--- src/rtl/core/backlight_fade_timeout_ctrl_unit_macros.svh ---
// Assertion macros for the backlight controller RTL.
`ifndef BACKLIGHT_FADE_TIMEOUT_CTRL_UNIT_MACROS_SVH
`define BACKLIGHT_FADE_TIMEOUT_CTRL_UNIT_MACROS_SVH

// Clocked check, off while reset is asserted.
`define BFTC_ASSERT(label, prop, msg) \
  label: assert property (@(posedge clk) disable iff (!rst_n) prop) else $error(msg);

// Clocked check that also runs during reset.
`define BFTC_ASSERT_ALWAYS(label, prop, msg) \
  label: assert property (@(posedge clk) prop) else $error(msg);

`endif

--- src/rtl/core/bftc_pkg.sv ---
// Package for the backlight controller: codes, widths, brightness table.
`timescale 1ns / 1ps
package bftc_pkg;

  localparam int IdleCountBitsDef = 16;
  localparam int TimeoutW         = 16;
  localparam int BrightW          = 8;
  localparam int LevelW           = 3;
  localparam int InDataW          = 8;
  localparam int OutDataW         = 16;

  localparam logic [TimeoutW-1:0] TimeoutReset = 16'd100;
  localparam logic [LevelW-1:0]   LevelReset   = 3'd7;
  localparam logic [BrightW-1:0]  BrightReset  = 8'd255;
  localparam logic [BrightW-1:0]  MinStep      = 8'd2;

  typedef enum logic [1:0] {
    ACT_TICK  = 2'd0,
    ACT_LIGHT = 2'd1,
    ACT_PROX  = 2'd2,
    ACT_TOUCH = 2'd3
  } action_t;

  typedef logic [BrightW-1:0] bright_t;

  function automatic bright_t level_target(input logic [LevelW-1:0] level);
    bright_t t;
    unique case (level)
      3'd0:    t = 8'd45;
      3'd1:    t = 8'd75;
      3'd2:    t = 8'd105;
      3'd3:    t = 8'd135;
      3'd4:    t = 8'd165;
      3'd5:    t = 8'd195;
      3'd6:    t = 8'd225;
      default: t = 8'd255;
    endcase
    return t;
  endfunction

endpackage

--- src/rtl/core/backlight_fade_timeout_ctrl_unit.sv ---
// Backlight controller: fade ramp, proximity turn-on, idle timeout turn-off.
// An accepted item waits in the input stage register, its result in the output register.
// Throughput: one item per cycle unless out_tready stalls a full output register;
// the state update is one short pass of logic.
// Reset (rst_n low, synchronous): both stages empty, timeout 100, level 7,
// brightness and last written value 255, lit, proximity off, idle count clear.
`timescale 1ns / 1ps
module backlight_fade_timeout_ctrl_unit #(
  parameter int IDLE_COUNT_BITS = bftc_pkg::IdleCountBitsDef
) (
  input  logic                          clk,
  input  logic                          rst_n,
  input  logic                          in_tvalid,
  output logic                          in_tready,
  // [2:0] sensor_value, [3] touch_pressed, [7:4] zero
  input  logic [bftc_pkg::InDataW-1:0]  in_tdata,
  // [1:0] action
  input  logic [1:0]                    in_tuser,
  output logic                          out_tvalid,
  input  logic                          out_tready,
  // [7:0] brightness_out, [8] write_strobe, [9] input_enable, [15:10] zero
  output logic [bftc_pkg::OutDataW-1:0] out_tdata,
  input  logic                          cfg_valid,
  output logic                          cfg_ready,
  input  logic [bftc_pkg::TimeoutW-1:0] cfg_data
);
  import bftc_pkg::*;

  `include "backlight_fade_timeout_ctrl_unit_macros.svh"

  localparam int CmpW = (IDLE_COUNT_BITS > TimeoutW) ? IDLE_COUNT_BITS : TimeoutW;
  localparam logic [IDLE_COUNT_BITS-1:0] CountMax = {IDLE_COUNT_BITS{1'b1}};

  // input stage
  logic               s1_v_r;
  action_t            s1_action_r;
  logic [LevelW-1:0]  s1_sensor_r;
  logic               s1_press_r;
  logic               advance;

  // block state
  logic [TimeoutW-1:0]        timeout_r;
  logic [LevelW-1:0]          level_r, level_nxt;
  logic                       prox_r, prox_nxt;
  logic                       lit_r, lit_nxt;
  bright_t                    cur_r, cur_nxt;
  bright_t                    last_r, last_nxt;
  logic                       counting_r, counting_nxt;
  logic [IDLE_COUNT_BITS-1:0] idle_r, idle_nxt;
  logic                       strobe_nxt;

  // output stage
  logic    out_v_r;
  bright_t out_bright_r;
  logic    out_strobe_r;
  logic    out_enable_r;

  bright_t tgt, gap, step, ramped;
  bright_t drive1;
  logic    wrote1, wrote2;

  assign advance   = s1_v_r && (!out_v_r || out_tready);
  assign in_tready = !s1_v_r || advance;
  assign cfg_ready = 1'b1;

  // fade step toward the table target
  always_comb begin
    tgt = level_target(level_r);
    gap = (cur_r > tgt) ? (cur_r - tgt) : (tgt - cur_r);
    step = gap >> 1;
    if (step == '0) begin
      step = MinStep;
    end
    if (cur_r == tgt || step > gap) begin
      ramped = tgt;
    end else if (cur_r > tgt) begin
      ramped = cur_r - step;
    end else begin
      ramped = cur_r + step;
    end
  end

  always_comb begin
    level_nxt    = level_r;
    prox_nxt     = prox_r;
    lit_nxt      = lit_r;
    cur_nxt      = cur_r;
    last_nxt     = last_r;
    counting_nxt = counting_r;
    idle_nxt     = idle_r;
    strobe_nxt   = 1'b0;
    drive1       = last_r;
    wrote1       = 1'b0;
    wrote2       = 1'b0;
    case (s1_action_r)
      ACT_LIGHT: level_nxt = s1_sensor_r;
      ACT_PROX:  prox_nxt  = s1_sensor_r[0];
      ACT_TOUCH: begin
        counting_nxt = 1'b1;
        idle_nxt     = '0;
      end
      default: begin
        cur_nxt = ramped;
        if (lit_r != prox_r) begin
          if (!lit_r) begin
            lit_nxt = 1'b1;
          end else if (timeout_r != '0) begin
            if (!counting_r) begin
              counting_nxt = 1'b1;
              idle_nxt     = '0;
            end else begin
              if (idle_r != CountMax) begin
                idle_nxt = idle_r + 1'b1;
              end
              if (CmpW'(idle_nxt) > CmpW'(timeout_r)) begin
                lit_nxt = 1'b0;
              end
            end
          end
        end else begin
          counting_nxt = 1'b0;
          idle_nxt     = '0;
        end
        drive1 = lit_nxt ? ramped : '0;
        wrote1 = (drive1 != last_r);
        // wake on a held press; the panel sees off then on within one item
        if (!lit_nxt && s1_press_r) begin
          lit_nxt = 1'b1;
          wrote2  = (ramped != drive1);
          last_nxt = ramped;
        end else begin
          last_nxt = drive1;
        end
        strobe_nxt = wrote1 || wrote2;
      end
    endcase
  end

  always_ff @(posedge clk) begin
    if (!rst_n) begin
      s1_v_r     <= 1'b0;
      out_v_r    <= 1'b0;
      timeout_r  <= TimeoutReset;
      level_r    <= LevelReset;
      prox_r     <= 1'b0;
      lit_r      <= 1'b1;
      cur_r      <= BrightReset;
      last_r     <= BrightReset;
      counting_r <= 1'b0;
      idle_r     <= '0;
    end else begin
      if (cfg_valid && cfg_ready) begin
        timeout_r <= cfg_data;
      end
      if (in_tvalid && in_tready) begin
        s1_v_r <= 1'b1;
      end else if (advance) begin
        s1_v_r <= 1'b0;
      end
      if (advance) begin
        out_v_r    <= 1'b1;
        level_r    <= level_nxt;
        prox_r     <= prox_nxt;
        lit_r      <= lit_nxt;
        cur_r      <= cur_nxt;
        last_r     <= last_nxt;
        counting_r <= counting_nxt;
        idle_r     <= idle_nxt;
      end else if (out_tready) begin
        out_v_r <= 1'b0;
      end
    end
  end

  // payload registers
  always_ff @(posedge clk) begin
    if (in_tvalid && in_tready) begin
      s1_action_r <= action_t'(in_tuser);
      s1_sensor_r <= in_tdata[LevelW-1:0];
      s1_press_r  <= in_tdata[LevelW];
    end
    if (advance) begin
      out_bright_r <= last_nxt;
      out_strobe_r <= strobe_nxt;
      out_enable_r <= (last_nxt != '0);
    end
  end

  assign out_tvalid = out_v_r;
  assign out_tdata  = {{(OutDataW - BrightW - 2){1'b0}}, out_enable_r, out_strobe_r,
                       out_bright_r};

  `BFTC_ASSERT(a_prox_turn_on,
    advance && s1_action_r == ACT_TICK && !lit_r && prox_r |=> lit_r,
    "tick with proximity did not turn the display on")
  `BFTC_ASSERT(a_zero_timeout_stays_lit,
    advance && lit_r && timeout_r == '0 |=> lit_r,
    "display turned off with timeout disabled")
  `BFTC_ASSERT(a_non_tick_no_write,
    advance && s1_action_r != ACT_TICK |=> !out_strobe_r && $stable(last_r),
    "non-tick item wrote the panel")
  `BFTC_ASSERT(a_stall_only_when_full,
    !in_tready |-> s1_v_r && out_v_r && !out_tready,
    "input stalled while a stage was free")

endmodule

--- config.mk ---
export PLATFORM = sky130hd
export DESIGN_NAME = backlight_fade_timeout_ctrl_unit
export DESIGN_NICKNAME = d
export VERILOG_FILES = /design/src/rtl/core/bftc_pkg.sv /design/src/rtl/core/backlight_fade_timeout_ctrl_unit.sv
export VERILOG_INCLUDE_DIRS = /design/src /design/src/rtl/core
export SDC_FILE = /design/constraint.sdc
export NUM_CORES = 1
export LEC_CHECK = 0
export ABC_CLOCK_PERIOD_IN_PS = 6950
export BUFFER_PORTS_ARGS = -buffer_cell sky130_fd_sc_hd__buf_4
export CORE_MARGIN = 2
export CORE_UTILIZATION = 55
export CTS_CLUSTER_SIZE = 12
export DETAILED_ROUTE_END_ITERATION = 8
export HOLD_SLACK_MARGIN = 0.06
export MAX_ROUTING_LAYER = met4
export PLACE_DENSITY = 0.78
export SLEW_MARGIN = 15
export SYNTH_ARGS = -nofsm -noshare
export SYNTH_HDL_FRONTEND = slang
export SYNTH_SLANG_ARGS = --single-unit
--- constraint.sdc ---
create_clock -name clk -period 6.95 [get_ports clk]
set_clock_uncertainty 0.15 [all_clocks]
set_input_delay 0.695 -clock clk [delete_from_list [all_inputs] [get_ports clk]]
set_output_delay 0.695 -clock clk [all_outputs]
set_load 0.02 [all_outputs]
==> flow_metrics.env <==
export IMPL_fmax_ghz=0.1457
export IMPL_io_pins=50
export IMPL_utilization_pct=68.57
export IMPL_reg2reg_depth=34
export IMPL_holdPathEnd="prox_r"
export IMPL_syn_area_um2=5552
export IMPL_dr_first_iter_drc_count=216
export IMPL_syn_to_final_growth_pct=20.73
export IMPL_r2r_end="out_strobe_r"
export IMPL_grt_pass1_wl_um=22960
export IMPL_port_buffers=38
export IMPL_synth_seq_cells=72
export IMPL_total_power_mw=2.166
export IMPL_stdcell_count=875
export IMPL_core_area_um2=9774
export IMPL_dieArea_um2=10910
export IMPL_reg2reg_from="level_r[0]"
export IMPL_numCtsBuffers=9
export IMPL_worst_pin_slew_ns=0.7766
export IMPL_start_util_pct=56.80
export IMPL_rsz0062_at_grt="yes"
export IMPL_hpwl_um=10770
export IMPL_netlist_instances=652
export IMPL_diodes=0
export IMPL_status="finished, final reports clean"
export IMPL_maxCapViolations=0
export IMPL_setup_ws_ns=0.08743
export IMPL_power_switching_uw=909.0
export IMPL_final_common_cell="buf_4"
export IMPL_hold_buffers=0
export IMPL_hold_viol=0
export IMPL_postRouteAntennaNets=0
export IMPL_regArea_um2=1609
export IMPL_min_delay_start="prox_r"
export IMPL_cts_root_buf="clkbuf_8"
export IMPL_ys_seq_area_share_pct=28.85
export IMPL_irDropWorstVdd_uv=270.8
export IMPL_multi_input_area_um2=3759
export IMPL_worst_path_max_fanout=4
export IMPL_min_period_over_period_pct=98.74
export IMPL_routed_via_density=5.773
export IMPL_placed_area_um2=6330
export IMPL_ys_warn_count=0
export IMPL_track_usage_pct=26.57
export IMPL_slowest_delay_ns=0.63
export IMPL_holdPathStages=2
export IMPL_grt_max_degree=57
export IMPL_power_internal_mw=1.257
export IMPL_clk_pin_slew_worst_paths_ns=0.09
export IMPL_post_place_cells=852
export IMPL_die_height_um=104.5
export IMPL_grt_ovfl_total=0
export IMPL_relSlewSlack_pct=48.23
export IMPL_whs_ns=0.3285
export IMPL_clock_path_buffers=2
export IMPL_post_place_ws_ns=-0.08029
export IMPL_p_comb_share_pct=63.8
export IMPL_p_seq_share_pct=21.6
export IMPL_rows=36
export IMPL_cp_slowest_cell="or4b_2"
export IMPL_h_tree_depth=3
export IMPL_vias=5051
export IMPL_layout_common_cells="buf_4, nand2_1, dfxtp_1"
export IMPL_worstPathArrival_ns=6.83
export IMPL_critical_path_class="reg -> reg"
export IMPL_endpoint_kind="flip-flop"
export IMPL_design_area_um2=6703
export IMPL_power_density_nw_per_um2=323.2
export IMPL_cts_tree="built"
export IMPL_wl_per_cell_um=15.91
export IMPL_wl_um=13920
export IMPL_cts_sinks=72
export IMPL_path_common_cell="ha_4"
export IMPL_grt_pass1_vias=4918
export IMPL_maxSlewViolCount=0
export IMPL_power_share_switching_pct=41.97
export IMPL_tns_ns=0
export IMPL_nets=825
export IMPL_clockPowerShare_pct=14.6
export IMPL_drive_gt1_share_pct=22.10
export IMPL_leakage_nw=3.011
export IMPL_avgSynthCellArea_um2=8.515
export IMPL_synth_ff_type="dfxtp_1"
export IMPL_start_kind="flip-flop"
export IMPL_synthDistinctLibCells=73
export IMPL_route_detailed_drc=0
export IMPL_firstDrtPassIters=6
export IMPL_cp_required_ns=6.91
export IMPL_reg2reg_slack_ns=0.09
export IMPL_gp_congestion=0.9117
export IMPL_clk_latency_ns=0.37
export IMPL_hp_class="reg -> reg"
export IMPL_setup_viol=0
export IMPL_synth_edff_count=16
export IMPL_period_minus_slack_ns=6.863
export IMPL_async_flop_share_pct=0
export IMPL_antenna_found_initial=0
export IMPL_nFillCells=804
export IMPL_die_w_um=104.5
layer usage:
metal | track usage [%] | vias up | wire [um]
met1 | 30.91 | 2405 | 5735
met5 | - | - | 0
li1 | - | 2502 | -
met4 | 8.012 | 0 | 272
met3 | 3.822 | 25 | 591
met2 | 47.29 | 119 | 7318
worst max path at each step:
stage	slack (ns)	end	from
finish	0.09	out_strobe_r	level_r[0]
global route	-0.27	out_strobe_r	level_r[1]
detailed placement	-0.08	out_strobe_r	level_r[0]
global placement	0.1	out_strobe_r	level_r[0]
floorplan	0.04	out_strobe_r	level_r[0]
CTS	0.02	out_strobe_r	level_r[0]
synth_stat cells, types with 4 or more instances:
cell type,count,area (um2)
o21ai_0,17,85.08
nor4_1,7,43.79
a21o_1,13,97.59
and2_1,4,25.02
and3_1,5,31.28
xnor2_1,22,192.7
nor2b_1,40,250.2
a211oi_1,4,30.03
nor3_1,11,55.05
buf_4,9,67.56
nand2_1,56,210.2
a22oi_1,16,120.1
dfxtp_1,56,1121
mux2_2,6,67.56
nand4_1,10,62.56
nor2_1,28,105.1
mux2i_1,22,220.2
o31a_1,4,35.03
nand2b_1,7,43.79
and4_1,4,35.03
o211ai_1,17,127.6
edfxtp_1,16,480.5
o21a_1,11,82.58
xor2_1,7,61.31
nand3_1,29,145.1
a21oi_1,27,135.1
clkbuf_1,18,67.56
inv_1,57,214.0
ha_1,54,675.7
o22ai_1,6,37.54
timing repair:
action / CTS / global route
endpoints found under the setup margin: 1 / 4
gates resized for setup: 3 / 32
setup buffers: 1 / 6
pin swaps: 1 / 23
worst max-delay path, delay by kind of cell (launching register included):
kind / cells / cell delay (ns)
AND/OR/NAND/NOR: 10 / 2.15
AO/OA/AOI/OAI: 9 / 1.66
adder cells (fa/ha/maj): 4 / 0.89
buffers and inverters: 6 / 0.54
XOR/XNOR: 3 / 0.50
flip-flops: 1 / 0.36
multiplexers: 2 / 0.34
cell type report:
cell class              count  share of cell area, %
flip-flops and latches     72                  24.01
repair buffers            101                  11.42
clock inverters             7                 0.8960
inverters                  57                  3.267
well taps                 133                  2.483
multi-input cells         496                  56.08
clock buffers               9                  1.848
state kept, by name (all words and copies together), names as in the netlist:
register      flops
s1_press_r        1
s1_v_r            1
cur_r             8
lit_r             1
out_strobe_r      1
prox_r            1
counting_r        1
out_enable_r      1
out_bright_r      8
timeout_r        16
idle_r           16
last_r            8
s1_sensor_r       3
level_r           3
s1_action_r       2
out_tvalid        1
power groups by stage:
stage | Clock (mW) | Combinational [mW] | Sequential (mW)
after floorplan | 0 | 0.849 | 0.478
after global placement | 0 | 1.19 | 0.477
after detailed placement | 0 | 1.22 | 0.478
after CTS | 0.322 | 1.25 | 0.468
after global routing | 0.341 | 1.50 | 0.471
final | 0.317 | 1.38 | 0.468
cells by family after synthesis:
| kind of cell | share of synthesized area (%) |
|---|---|
| and+or+nand+nor | 21.32 |
| AOI/OAI and AO/OA | 19.25 |
| buffers and inverters | 6.829 |
| DFF | 28.85 |
| adders and majority gates | 13.25 |
| xor gates and xnor gates | 4.981 |
| muxes | 5.386 |
| other | 0.1353 |
No activity file was read; power rests on OpenSTA's default activity.
